$ cat src/hdl/i2cms_pkg.sv
// Package for the I2C master transaction sequencer.
// Holds item, result and state types, bus status codes and action codes.
// No dependencies.
package i2cms_pkg;

    localparam logic [7:0] ST_MASK   = 8'hF8;
    localparam logic [15:0] LOW_BYTE = 16'h00FF;
    localparam int BYTE_SHIFT        = 8;

    localparam logic [7:0] S_START        = 8'h08;
    localparam logic [7:0] S_REP_START    = 8'h10;
    localparam logic [7:0] S_MT_SLA_ACK   = 8'h18;
    localparam logic [7:0] S_MT_SLA_NACK  = 8'h20;
    localparam logic [7:0] S_MT_DATA_ACK  = 8'h28;
    localparam logic [7:0] S_ARB_LOST     = 8'h38;
    localparam logic [7:0] S_MR_SLA_ACK   = 8'h40;
    localparam logic [7:0] S_MR_SLA_NACK  = 8'h48;
    localparam logic [7:0] S_MR_DATA_ACK  = 8'h50;
    localparam logic [7:0] S_MR_DATA_NACK = 8'h58;

    localparam logic [3:0] RETRY_RESET = 4'd3;

    typedef enum logic [1:0] {
        MODE_WRITE   = 2'd0,
        MODE_READ    = 2'd1,
        MODE_DONE    = 2'd2,
        MODE_TIMEOUT = 2'd3
    } mode_t;

    typedef enum logic [2:0] {
        A_NONE    = 3'd0,
        A_START   = 3'd1,
        A_SEND    = 3'd2,
        A_RD_ACK  = 3'd3,
        A_RD_NACK = 3'd4,
        A_STOP    = 3'd5
    } action_t;

    typedef enum logic [3:0] {
        P_IDLE    = 4'd0,
        P_START   = 4'd1,
        P_SLA_W   = 4'd2,
        P_ADDR_H  = 4'd3,
        P_ADDR_L  = 4'd4,
        P_DATA_W  = 4'd5,
        P_RSTART  = 4'd6,
        P_SLA_R   = 4'd7,
        P_RD_ACK  = 4'd8,
        P_RD_NACK = 4'd9
    } phase_t;

    typedef struct packed {
        mode_t       mode;
        logic [7:0]  dev_address;
        logic [1:0]  addr_len;
        logic [15:0] reg_address;
        logic [7:0]  byte_count;
        logic [7:0]  status_code;
        logic [7:0]  rx_data;
        logic [7:0]  next_tx_byte;
    } item_t;

    typedef struct packed {
        action_t    action;
        logic [7:0] tx_byte;
        logic       rx_valid;
        logic [7:0] rx_byte;
        logic       done_res;
        logic       success;
        logic       disable_bus;
    } result_t;

    typedef struct packed {
        phase_t      phase;
        logic [3:0]  attempts_used;
        logic [7:0]  bytes_done;
        logic [7:0]  saved_device;
        logic [1:0]  saved_addr_len;
        logic [15:0] saved_reg_address;
        logic [7:0]  saved_count;
        logic        is_read;
    } seq_state_t;

endpackage

$ cat src/hdl/i2cms_step.sv
// Next-state and result logic of the sequencer for one item.
// Purely combinational; uses i2cms_pkg.
module i2cms_step
    import i2cms_pkg::*;
(
    input  item_t      item,
    input  seq_state_t cur,
    input  logic [3:0] retry_limit,
    output seq_state_t nxt,
    output result_t    res
);

    logic [7:0] st;
    logic       do_restart;
    logic       do_fail;
    logic       do_ok;
    logic [3:0] att;
    logic [7:0] nb;

    always_comb
    begin
        st         = item.status_code & ST_MASK;
        nxt        = cur;
        res        = '0;
        res.action = A_NONE;
        do_restart = 1'b0;
        do_fail    = 1'b0;
        do_ok      = 1'b0;
        att        = cur.attempts_used;
        nb         = cur.bytes_done;

        if (item.mode == MODE_WRITE || item.mode == MODE_READ)
        begin
            nxt.saved_device      = item.dev_address;
            nxt.saved_addr_len    = item.addr_len;
            nxt.saved_reg_address = item.reg_address;
            nxt.saved_count       = item.byte_count;
            nxt.is_read           = (item.mode == MODE_READ);
            nxt.attempts_used     = '0;
            nxt.bytes_done        = '0;
            att                   = '0;
            if (item.mode == MODE_READ && item.byte_count == 8'd0)
                do_fail = 1'b1;
            else
                do_restart = 1'b1;
        end
        else if (cur.phase == P_IDLE)
        begin
            nxt = cur;
        end
        else if (item.mode == MODE_TIMEOUT)
        begin
            do_fail = 1'b1;
        end
        else
        begin
            unique case (cur.phase)
                P_START, P_RSTART:
                begin
                    if (st == S_ARB_LOST)
                        do_restart = 1'b1;
                    else if (st != S_START && st != S_REP_START)
                        do_fail = 1'b1;
                    else
                    begin
                        res.action = A_SEND;
                        if (cur.phase == P_START)
                        begin
                            res.tx_byte = cur.saved_device & 8'hFE;
                            nxt.phase   = P_SLA_W;
                        end
                        else
                        begin
                            res.tx_byte = cur.saved_device | 8'h01;
                            nxt.phase   = P_SLA_R;
                        end
                    end
                end
                P_SLA_W, P_ADDR_H, P_ADDR_L, P_DATA_W:
                begin
                    if (cur.phase == P_SLA_W
                        && (st == S_MT_SLA_NACK || st == S_ARB_LOST))
                        do_restart = 1'b1;
                    else if ((cur.phase == P_SLA_W && st != S_MT_SLA_ACK)
                             || (cur.phase != P_SLA_W && st != S_MT_DATA_ACK))
                        do_fail = 1'b1;
                    else if ((cur.phase == P_SLA_W && cur.saved_addr_len == 2'd2))
                    begin
                        res.action  = A_SEND;
                        res.tx_byte = cur.saved_reg_address[15:BYTE_SHIFT];
                        nxt.phase   = P_ADDR_H;
                    end
                    else if ((cur.phase == P_SLA_W && cur.saved_addr_len != 2'd0)
                             || cur.phase == P_ADDR_H)
                    begin
                        res.action  = A_SEND;
                        res.tx_byte = 8'(cur.saved_reg_address & LOW_BYTE);
                        nxt.phase   = P_ADDR_L;
                    end
                    else if (cur.is_read && cur.phase != P_DATA_W)
                    begin
                        res.action = A_START;
                        nxt.phase  = P_RSTART;
                    end
                    else if (cur.bytes_done < cur.saved_count)
                    begin
                        nxt.bytes_done = cur.bytes_done + 8'd1;
                        res.action     = A_SEND;
                        res.tx_byte    = item.next_tx_byte;
                        nxt.phase      = P_DATA_W;
                    end
                    else
                        do_ok = 1'b1;
                end
                P_SLA_R, P_RD_ACK:
                begin
                    if (cur.phase == P_SLA_R
                        && (st == S_MR_SLA_NACK || st == S_ARB_LOST))
                        do_restart = 1'b1;
                    else if ((cur.phase == P_SLA_R && st != S_MR_SLA_ACK)
                             || (cur.phase == P_RD_ACK && st != S_MR_DATA_ACK))
                        do_fail = 1'b1;
                    else
                    begin
                        if (cur.phase == P_SLA_R)
                            nb = '0;
                        else
                        begin
                            nb           = cur.bytes_done + 8'd1;
                            res.rx_valid = 1'b1;
                            res.rx_byte  = item.rx_data;
                        end
                        nxt.bytes_done = nb;
                        if ({1'b0, nb} + 9'd1 < {1'b0, cur.saved_count})
                        begin
                            res.action = A_RD_ACK;
                            nxt.phase  = P_RD_ACK;
                        end
                        else
                        begin
                            res.action = A_RD_NACK;
                            nxt.phase  = P_RD_NACK;
                        end
                    end
                end
                P_RD_NACK:
                begin
                    if (st != S_MR_DATA_NACK)
                        do_fail = 1'b1;
                    else
                    begin
                        res.rx_valid = 1'b1;
                        res.rx_byte  = item.rx_data;
                        do_ok        = 1'b1;
                    end
                end
                default:
                    nxt.phase = P_IDLE;
            endcase
        end

        if (do_restart)
        begin
            if (att >= retry_limit)
                do_fail = 1'b1;
            else
            begin
                nxt.attempts_used = att + 4'd1;
                nxt.bytes_done    = '0;
                res.action        = A_START;
                nxt.phase         = P_START;
            end
        end

        if (do_fail || do_ok)
        begin
            res.action      = A_STOP;
            res.done_res    = 1'b1;
            res.success     = do_ok && !do_fail;
            res.disable_bus = do_fail;
            nxt.phase       = P_IDLE;
        end
    end

endmodule

$ cat src/hdl/i2c_master_transaction_sequencer.sv
// Top level of the I2C master transaction sequencer: stream ports, input and
// result registers, sequencer state and the APB retry-limit register.
// Uses i2cms_pkg and i2cms_step.
//
//   channel   | handshake              | payload
//   ----------+------------------------+--------------------------------------
//   s_axis    | s_axis_tvalid/tready   | tuser: mode; tdata: request fields
//   m_axis    | m_axis_tvalid/tready   | tuser: action; tdata: result fields
//   apb       | psel/penable/pready    | paddr, pwrite, pwdata, prdata
//
// One result per item. An item is held in the input register, then is worked
// into the result register; one item per cycle sustained while m_axis_tready
// holds. While a result waits for m_axis_tready, the input side takes an item
// only if the input register is empty.
// Reset clears the sequencer to idle and sets retry_limit to 3.
module i2c_master_transaction_sequencer
    import i2cms_pkg::*;
(
    input  logic        clk,
    input  logic        rst_n,
    input  logic        s_axis_tvalid,
    output logic        s_axis_tready,
    // dev_address[7:0], addr_len[9:8], reg_address[25:10], byte_count[33:26],
    // status_code[41:34], rx_data[49:42], next_tx_byte[57:50], zero fill
    input  logic [63:0] s_axis_tdata,
    // mode[1:0]
    input  logic [1:0]  s_axis_tuser,
    output logic        m_axis_tvalid,
    input  logic        m_axis_tready,
    // tx_byte[7:0], rx_valid[8], rx_byte[16:9], done_res[17], success[18],
    // disable_bus[19], zero fill
    output logic [23:0] m_axis_tdata,
    // action[2:0]
    output logic [2:0]  m_axis_tuser,
    input  logic        psel,
    input  logic        penable,
    input  logic        pwrite,
    input  logic [2:0]  paddr,
    input  logic [31:0] pwdata,
    output logic [31:0] prdata,
    output logic        pready
);

    logic       in_vld_reg;
    item_t      in_item_reg;
    logic       out_vld_reg;
    result_t    out_res_reg;
    seq_state_t state_reg;
    seq_state_t state_next;
    result_t    res_next;
    logic [3:0] retry_reg;
    logic       advance;
    item_t      in_item;

    assign in_item.mode         = mode_t'(s_axis_tuser);
    assign in_item.dev_address  = s_axis_tdata[7:0];
    assign in_item.addr_len     = s_axis_tdata[9:8];
    assign in_item.reg_address  = s_axis_tdata[25:10];
    assign in_item.byte_count   = s_axis_tdata[33:26];
    assign in_item.status_code  = s_axis_tdata[41:34];
    assign in_item.rx_data      = s_axis_tdata[49:42];
    assign in_item.next_tx_byte = s_axis_tdata[57:50];

    assign advance       = in_vld_reg && (!out_vld_reg || m_axis_tready);
    assign s_axis_tready = !in_vld_reg || advance;

    i2cms_step u_step
    (
        .item        (in_item_reg),
        .cur         (state_reg),
        .retry_limit (retry_reg),
        .nxt         (state_next),
        .res         (res_next)
    );

    always_ff @(posedge clk or negedge rst_n)
    begin
        if (!rst_n)
        begin
            in_vld_reg  <= 1'b0;
            out_vld_reg <= 1'b0;
            state_reg   <= '0;
            retry_reg   <= RETRY_RESET;
        end
        else
        begin
            if (s_axis_tready)
                in_vld_reg <= s_axis_tvalid;
            if (advance)
            begin
                out_vld_reg <= 1'b1;
                state_reg   <= state_next;
            end
            else if (m_axis_tready)
                out_vld_reg <= 1'b0;
            if (psel && penable && pwrite && pready && !paddr[2])
                retry_reg <= pwdata[3:0];
        end
    end

    always_ff @(posedge clk)
    begin
        if (s_axis_tready && s_axis_tvalid)
            in_item_reg <= in_item;
        if (advance)
            out_res_reg <= res_next;
    end

    assign m_axis_tvalid = out_vld_reg;
    assign m_axis_tuser  = out_res_reg.action;
    assign m_axis_tdata  = {4'b0, out_res_reg.disable_bus, out_res_reg.success,
                            out_res_reg.done_res, out_res_reg.rx_byte,
                            out_res_reg.rx_valid, out_res_reg.tx_byte};

    assign pready = 1'b1;
    assign prdata = paddr[2] ? 32'd0 : {28'd0, retry_reg};

endmodule

$ cat config.mk
export PLATFORM = sky130hd
export DESIGN_NAME = i2c_master_transaction_sequencer
export DESIGN_NICKNAME = d
export VERILOG_FILES = /design/src/hdl/i2cms_pkg.sv /design/src/hdl/i2cms_step.sv /design/src/hdl/i2c_master_transaction_sequencer.sv
export SDC_FILE = /design/constraint.sdc
export NUM_CORES = 1
export LEC_CHECK = 0
export BUFFER_PORTS_ARGS = -buffer_cell sky130_fd_sc_hd__buf_4
export CORE_ASPECT_RATIO = 1.75
export CORE_MARGIN = 8
export CORE_UTILIZATION = 40
export CTS_CLUSTER_DIAMETER = 120
export CTS_CLUSTER_SIZE = 16
export DETAILED_ROUTE_END_ITERATION = 16
export RECOVER_POWER = 25
export SETUP_SLACK_MARGIN = 0.1
export SYNTH_ARGS = -nofsm -noshare
export SYNTH_HDL_FRONTEND = slang
export SYNTH_SLANG_ARGS = --single-unit
export TNS_END_PERCENT = 30
$ cat constraint.sdc
create_clock -name clk -period 3.7 [get_ports clk]
set_input_delay 1.11 -clock clk [delete_from_list [all_inputs] [get_ports clk]]
set_output_delay 1.11 -clock clk [all_outputs]
set_load 0.02 [all_outputs]
==> results of run 1 <==
[cell families (layout without fill, tap and decap cells)]
group,count (synthesis),after routing
AND/OR/NAND/NOR,197,197
other,2,33
buffers and inverters,83,180
multiplexers,35,35
adder cells (fa/ha/maj),21,21
XOR/XNOR,12,12
AO/OA/AOI/OAI,135,135
flip-flops,135,135
[worst max-delay path: stages (launching register included)]
cell,delay (ns)
dfrtp_2,0.45
ha_4,0.30
and2_1,0.12
ha_1,0.19
and4_1,0.25
xor2_1,0.21
ha_1,0.29
a21oi_1,0.15
nor2b_1,0.07
or4_4,0.49
a41oi_2,0.20
buf_4,0.17
nand2_1,0.08
o21ai_1,0.15
a311o_1,0.19
[metal layers]
layer | share of wire, % | vias to the layer above | global-route usage [%] | wire (µm)
met3 | 5.1 | 44 | 3.02 | 942
met5 | 0 | - | 0 | 0
li1 | - | 2463 | - | -
met4 | 4.3 | 0 | 10.6 | 792
met1 | 35 | 2543 | 16.6 | 6480
met2 | 55 | 192 | 31.7 | 10100
[area by class of cell]
cell class,instances,area (µm²),share of cell area (%)
clock buffer,17,425,4.87
clock inverter,15,194,2.22
inverter,24,90.1,1.03
multi-input combinational,433,3030,34.7
sequential,135,3780,43.3
tap,231,289,3.31
timing repair buffer,124,928,10.6
[report_power, final]
group,internal (mW),leakage (nW),switching (mW)
registers,1.81,1.45,0.106
clock network,0.920,0.300,0.787
logic,0.501,1.82,0.831
total,3.23,3.57,1.72
[how the worst max path moves through the flow]
| stage | depth (start not counted) | endpoint | start |
|---|---|---|---|
| after floorplan | 15 | state_reg[47] | state_reg[49] |
| after global placement | 16 | state_reg[47] | state_reg[36] |
| after detailed placement | 15 | m_axis_tuser[0] | state_reg[36] |
| after CTS | 15 | m_axis_tuser[0] | state_reg[36] |
| after global routing | 16 | m_axis_tuser[0] | state_reg[35] |
| final | 14 | m_axis_tuser[0] | state_reg[36] |
[stage by stage]
stage	hold WS, ns	total power [mW]	std cells
final	0.478	4.96	979
after global routing	0.495	5.21	979
after CTS	0.481	5.00	978
after detailed placement	0.463	3.27	946
after global placement	0.457	3.24	946
after floorplan	0.452	2.85	651
[Yosys cell counts (7+ instances only)]
cell type and count:
buf_2 11, o31ai_1 7, nand3_1 10, nor2b_1 8, nor3_1 13, nor4_1 7, nor2_1 49, a31oi_1 9
and2_1 12, a21o_1 7, a21oi_1 21, a221oi_1 10, nand2_1 42, nand2b_1 12, clkbuf_1 13, mux2_2 31
xnor2_1 7, buf_4 33, ha_1 21, dfrtp_1 54, a22o_1 9, o21ai_1 9, o21ai_0 23, inv_1 22
edfxtp_1 79
[repair_timing]
| action | in CTS | in global routing |
|---|---|---|
| endpoints found under the setup margin | 4 | 4 |
| pin swaps | 0 | 3 |
| buffers inserted | 0 | 1 |
| gates resized for setup | 2 | 15 |
==> flow_metrics.env, run 1 <==
export IMPL_r2r_cells=14
export IMPL_avgRoutedWirePerCell_um=18.7
export IMPL_hold_violations=0
export IMPL_dp_final_hpwl_um=13800
export IMPL_dr_total_vias=5242
export IMPL_drv_cap=0
export IMPL_drcViolationCount=0
export IMPL_drt_iter0_markers=248
export IMPL_rsz0062_at_grt="false"
export IMPL_async_flop_share_pct=41.5
export IMPL_clock_latency_ns=0.44
export IMPL_r2r_end="m_axis_tuser[0]"
export IMPL_critPathArrivalTime_ns=3.73
export IMPL_synth_edf_count=79
export IMPL_grt_max_degree=57
export IMPL_ant_nets=0
export IMPL_synth_main_ff_cell="edfxtp_1"
export IMPL_synth_xor_area_share_pct=1.49
export IMPL_synth_top_family_by_area="simple AND/OR/NAND/NOR gates"
export IMPL_synth_simple_area_share_pct=15.4
export IMPL_end_kind="register"
export IMPL_fillers=1560
export IMPL_r2r_start="state_reg[36]"
export IMPL_grt_pass1_vias=5518
export IMPL_largest_reg_flops=56
export IMPL_path_clk_slew_ns=0.07
export IMPL_cp_start_kind="register"
export IMPL_yosysWarnings=0
export IMPL_final_common_cell="edfxtp_1"
export IMPL_synth_seq_cells=135
export IMPL_criticalPathCategory="register to register"
export IMPL_timing_slew_headroom_pct=1.44
export IMPL_hold_depth=1
export IMPL_core_area_um2=17400
export IMPL_cp_max_fo=5
export IMPL_crit_required_ns=4.00
export IMPL_wirelength_um=18400
export IMPL_syn_inst=620
export IMPL_synth_seq_area_share_pct=53.5
export IMPL_synth_area_leaders="edfxtp_1, dfrtp_1, mux2_2, ha_1, buf_4"
export IMPL_initial_core_util_pct=40.7
export IMPL_portBuffers=96
export IMPL_yosysTopAreaCell="edfxtp_1"
export IMPL_final_setup_tns_ns=0
export IMPL_cts_sinks=135
export IMPL_reg2reg_slack_ns=0.27
export IMPL_peakVddDrop_uv=452
export IMPL_ios=170
export IMPL_syn_avg_cell_area_um2=11.4
export IMPL_yosys_mux_area_fraction_pct=5.51
export IMPL_cts_buffers=17
export IMPL_synthDistinctLibCells=76
export IMPL_cts_tree="yes"
export IMPL_place_gp_congestion=0.918
export IMPL_area_delta_synth_final_pct=23.6
export IMPL_grt_overflow=0
export IMPL_drive_gt1_share_pct=29.8
export IMPL_fmax_mhz=292
export IMPL_die_h_um=192
export IMPL_hold_end="state_reg[16]"
export IMPL_drt_first_pass_iters=5
export IMPL_final_setup_skew_ns=0.0311
export IMPL_final_util_pct=50.3
export IMPL_grt_pass1_wl_um=28700
export IMPL_die_x_um=116
export IMPL_layout_nets=864
export IMPL_setup_slack_ns=0.274
export IMPL_synth_adder_area_share_pct=3.72
export IMPL_hp_class="register to register"
export IMPL_slew_violations=0
export IMPL_root_buffer="clkbuf_16"
export IMPL_synth_compound_area_share_pct=13.8
export IMPL_htree_levels=4
export IMPL_status="finished, final reports clean"
export IMPL_post_route_cell_area_um2=8730
export IMPL_final_cell_mix="edfxtp_1, buf_4, clkbuf_4, dfrtp_1, nor2_1"
export IMPL_p_per_area_nw_per_um2=567
export IMPL_place_ws_ns=0.0582
export IMPL_hold_buffers=0
export IMPL_period_share_pct=92.6
export IMPL_p_leak_nw=3.57
export IMPL_finalSetupViolCount=0
export IMPL_avgViaCountPerCell=5.35
export IMPL_netlist_area_um2=7060
export IMPL_antenna_found_initial=0
export IMPL_rows=64
export IMPL_grt_usage_pct=17.0
export IMPL_worstMarginPinSlew_ns=1.48
export IMPL_dieArea_um2=22300
export IMPL_clk_path_buf_depth=2
export IMPL_hp_start="in_item_reg[39]"
export IMPL_place_area_um2=8030
export IMPL_final_min_clock_period_ns=3.43
export IMPL_yosysTopAreaCellShare_pct=33.6
export IMPL_n_antenna_cell=0
No activity file was read; power rests on OpenSTA's default activity.
==> inputs of run 2 (changes only) <==
BUFFER_PORTS_ARGS = -buffer_cell sky130_fd_sc_hd__buf_2   (was -buffer_cell sky130_fd_sc_hd__buf_4)
CORE_MARGIN = unset   (was 8)
RECOVER_POWER = 100   (was 25)
==> run 2 against run 1 <==
The flow now finishes with violations (capacitance limit, slew limit). Worst hold slack gained 0.0020 ns. Final area shrank 4.5%. Critical endpoint is now state_reg[50]. Highest routed layer unchanged. Cell count decreased by 0.10%. Register-to-register slack lost 0.13 ns. Die area down 18%.
==> flow_metrics.env, run 2 (synthesis gave the netlist of run 1 again) <==
export IMPL_peakVddDrop_uv=454
export IMPL_timing_slew_headroom_pct=-23.3
export IMPL_period_share_pct=96.0
export IMPL_r2r_start="state_reg[47]"
export IMPL_slew_violations=31
export IMPL_dr_total_vias=5206
export IMPL_r2r_end="state_reg[50]"
export IMPL_final_common_cell="edfxtp_1"
export IMPL_grt_usage_pct=20.4
export IMPL_final_setup_skew_ns=0.00964
export IMPL_criticalPathCategory="register to register"
export IMPL_htree_levels=4
export IMPL_grt_pass1_vias=5334
export IMPL_avgViaCountPerCell=5.32
export IMPL_end_kind="register"
export IMPL_drv_cap=1
export IMPL_cts_buffers=17
export IMPL_place_gp_congestion=0.915
export IMPL_cp_max_fo=17
export IMPL_hp_class="register to register"
export IMPL_portBuffers=96
export IMPL_drt_first_pass_iters=5
export IMPL_drt_iter0_markers=256
export IMPL_largest_reg_flops=56
export IMPL_hold_ws_ns=0.480
export IMPL_critPathArrivalTime_ns=3.81
export IMPL_hold_violations=0
export IMPL_rows=64
export IMPL_finalSetupViolCount=0
export IMPL_grt_max_degree=57
export IMPL_cp_start_kind="register"
export IMPL_antenna_found_initial=0
export IMPL_status="complete, but fails checks"
export IMPL_p_leak_nw=3.35
export IMPL_final_min_clock_period_ns=3.55
export IMPL_ios=170
export IMPL_violations="capacitance limit, slew limit"
export IMPL_post_route_cell_area_um2=8340
export IMPL_drcViolationCount=0
export IMPL_worstMarginPinSlew_ns=1.85
export IMPL_initial_core_util_pct=40.7
export IMPL_n_antenna_cell=0
export IMPL_postCtsSetupBuffers=0
export IMPL_clock_latency_ns=0.42
export IMPL_hold_depth=1
export IMPL_hp_start="in_item_reg[39]"
export IMPL_area_delta_synth_final_pct=18.0
export IMPL_clk_path_buf_depth=2
export IMPL_avgRoutedWirePerCell_um=17.7
export IMPL_r2r_cells=8
export IMPL_hold_end="state_reg[16]"
export IMPL_grt_pass1_wl_um=27200
export IMPL_final_setup_tns_ns=0
export IMPL_grt_overflow=0
export IMPL_place_area_um2=7790
export IMPL_fmax_mhz=282
export IMPL_cts_sinks=135
export IMPL_die_x_um=102
export IMPL_dp_final_hpwl_um=13000
export IMPL_final_cell_mix="edfxtp_1, buf_2, dfrtp_1, nor2_1, nand2_1"
export IMPL_p_per_area_nw_per_um2=577
export IMPL_dieArea_um2=18200
export IMPL_layout_nets=863
export IMPL_reg2reg_slack_ns=0.15
export IMPL_root_buffer="clkbuf_16"
export IMPL_drive_gt1_share_pct=23.6
export IMPL_cts_tree="yes"
export IMPL_crit_required_ns=3.96
export IMPL_ant_nets=0
export IMPL_core_area_um2=17400
export IMPL_rsz0062_at_grt="true"
export IMPL_die_h_um=178
export IMPL_wirelength_um=17300
export IMPL_path_clk_slew_ns=0.06
run 2: worst max path at each step:
stage	startpoint	end	slack, ns
after CTS	state_reg[36]	state_reg[47]	0.13
after global placement	state_reg[36]	m_axis_tuser[0]	0.13
after global routing	state_reg[35]	m_axis_tuser[0]	0.06
after detailed placement	state_reg[36]	state_reg[47]	0.16
final	state_reg[47]	state_reg[50]	0.15
after floorplan	state_reg[49]	state_reg[47]	0.31
run 2: per-layer routing:
metal	GRT usage, %	part of all wire, %
met5	0	0
met2	37.9	56
met3	3.74	3.4
met1	19.9	35
met4	13.0	5.0
run 2: final cells by class:
class | instances | area (µm²)
repair buffers | 123 | 634
inverters | 24 | 90.1
clock buffers | 18 | 429
well taps | 231 | 289
flip-flops and latches | 135 | 3780
fillers | 1635 | 9040
clock inverters | 14 | 139
multi-input cells | 433 | 2980
run 2: critical path, stage by stage (launching register included):
cell and delay (ns):
dfrtp_1 0.47, buf_4 0.25, nor4b_4 0.44, mux2i_1 0.45, nor3_1 0.21, and4bb_1 0.27
o21ai_0 0.43, a31oi_1 0.34, a221oi_1 0.52
run 2: what timing repair did:
item	in CTS	in global routing
endpoints found under the setup margin	0	4
hold buffers	0	0
resized for setup	0	11
run 2: power breakdown:
part	internal [mW]	leakage (nW)	switching [mW]
clock network	0.939	0.270	0.678
registers	1.81	1.45	0.107
logic	0.452	1.63	0.826
run 2: per-stage QoR:
step,util (%),std cells,power (mW),worst slack [ns]
2_1_floorplan,-,651,2.85,0.311
3_3_place_gp,44.9,946,3.20,0.131
3_5_place_dp,44.9,946,3.23,0.159
4_1_cts,48.1,978,4.86,0.126
5_1_grt,48.0,978,5.06,0.0576
6_report,48.0,978,4.81,0.149
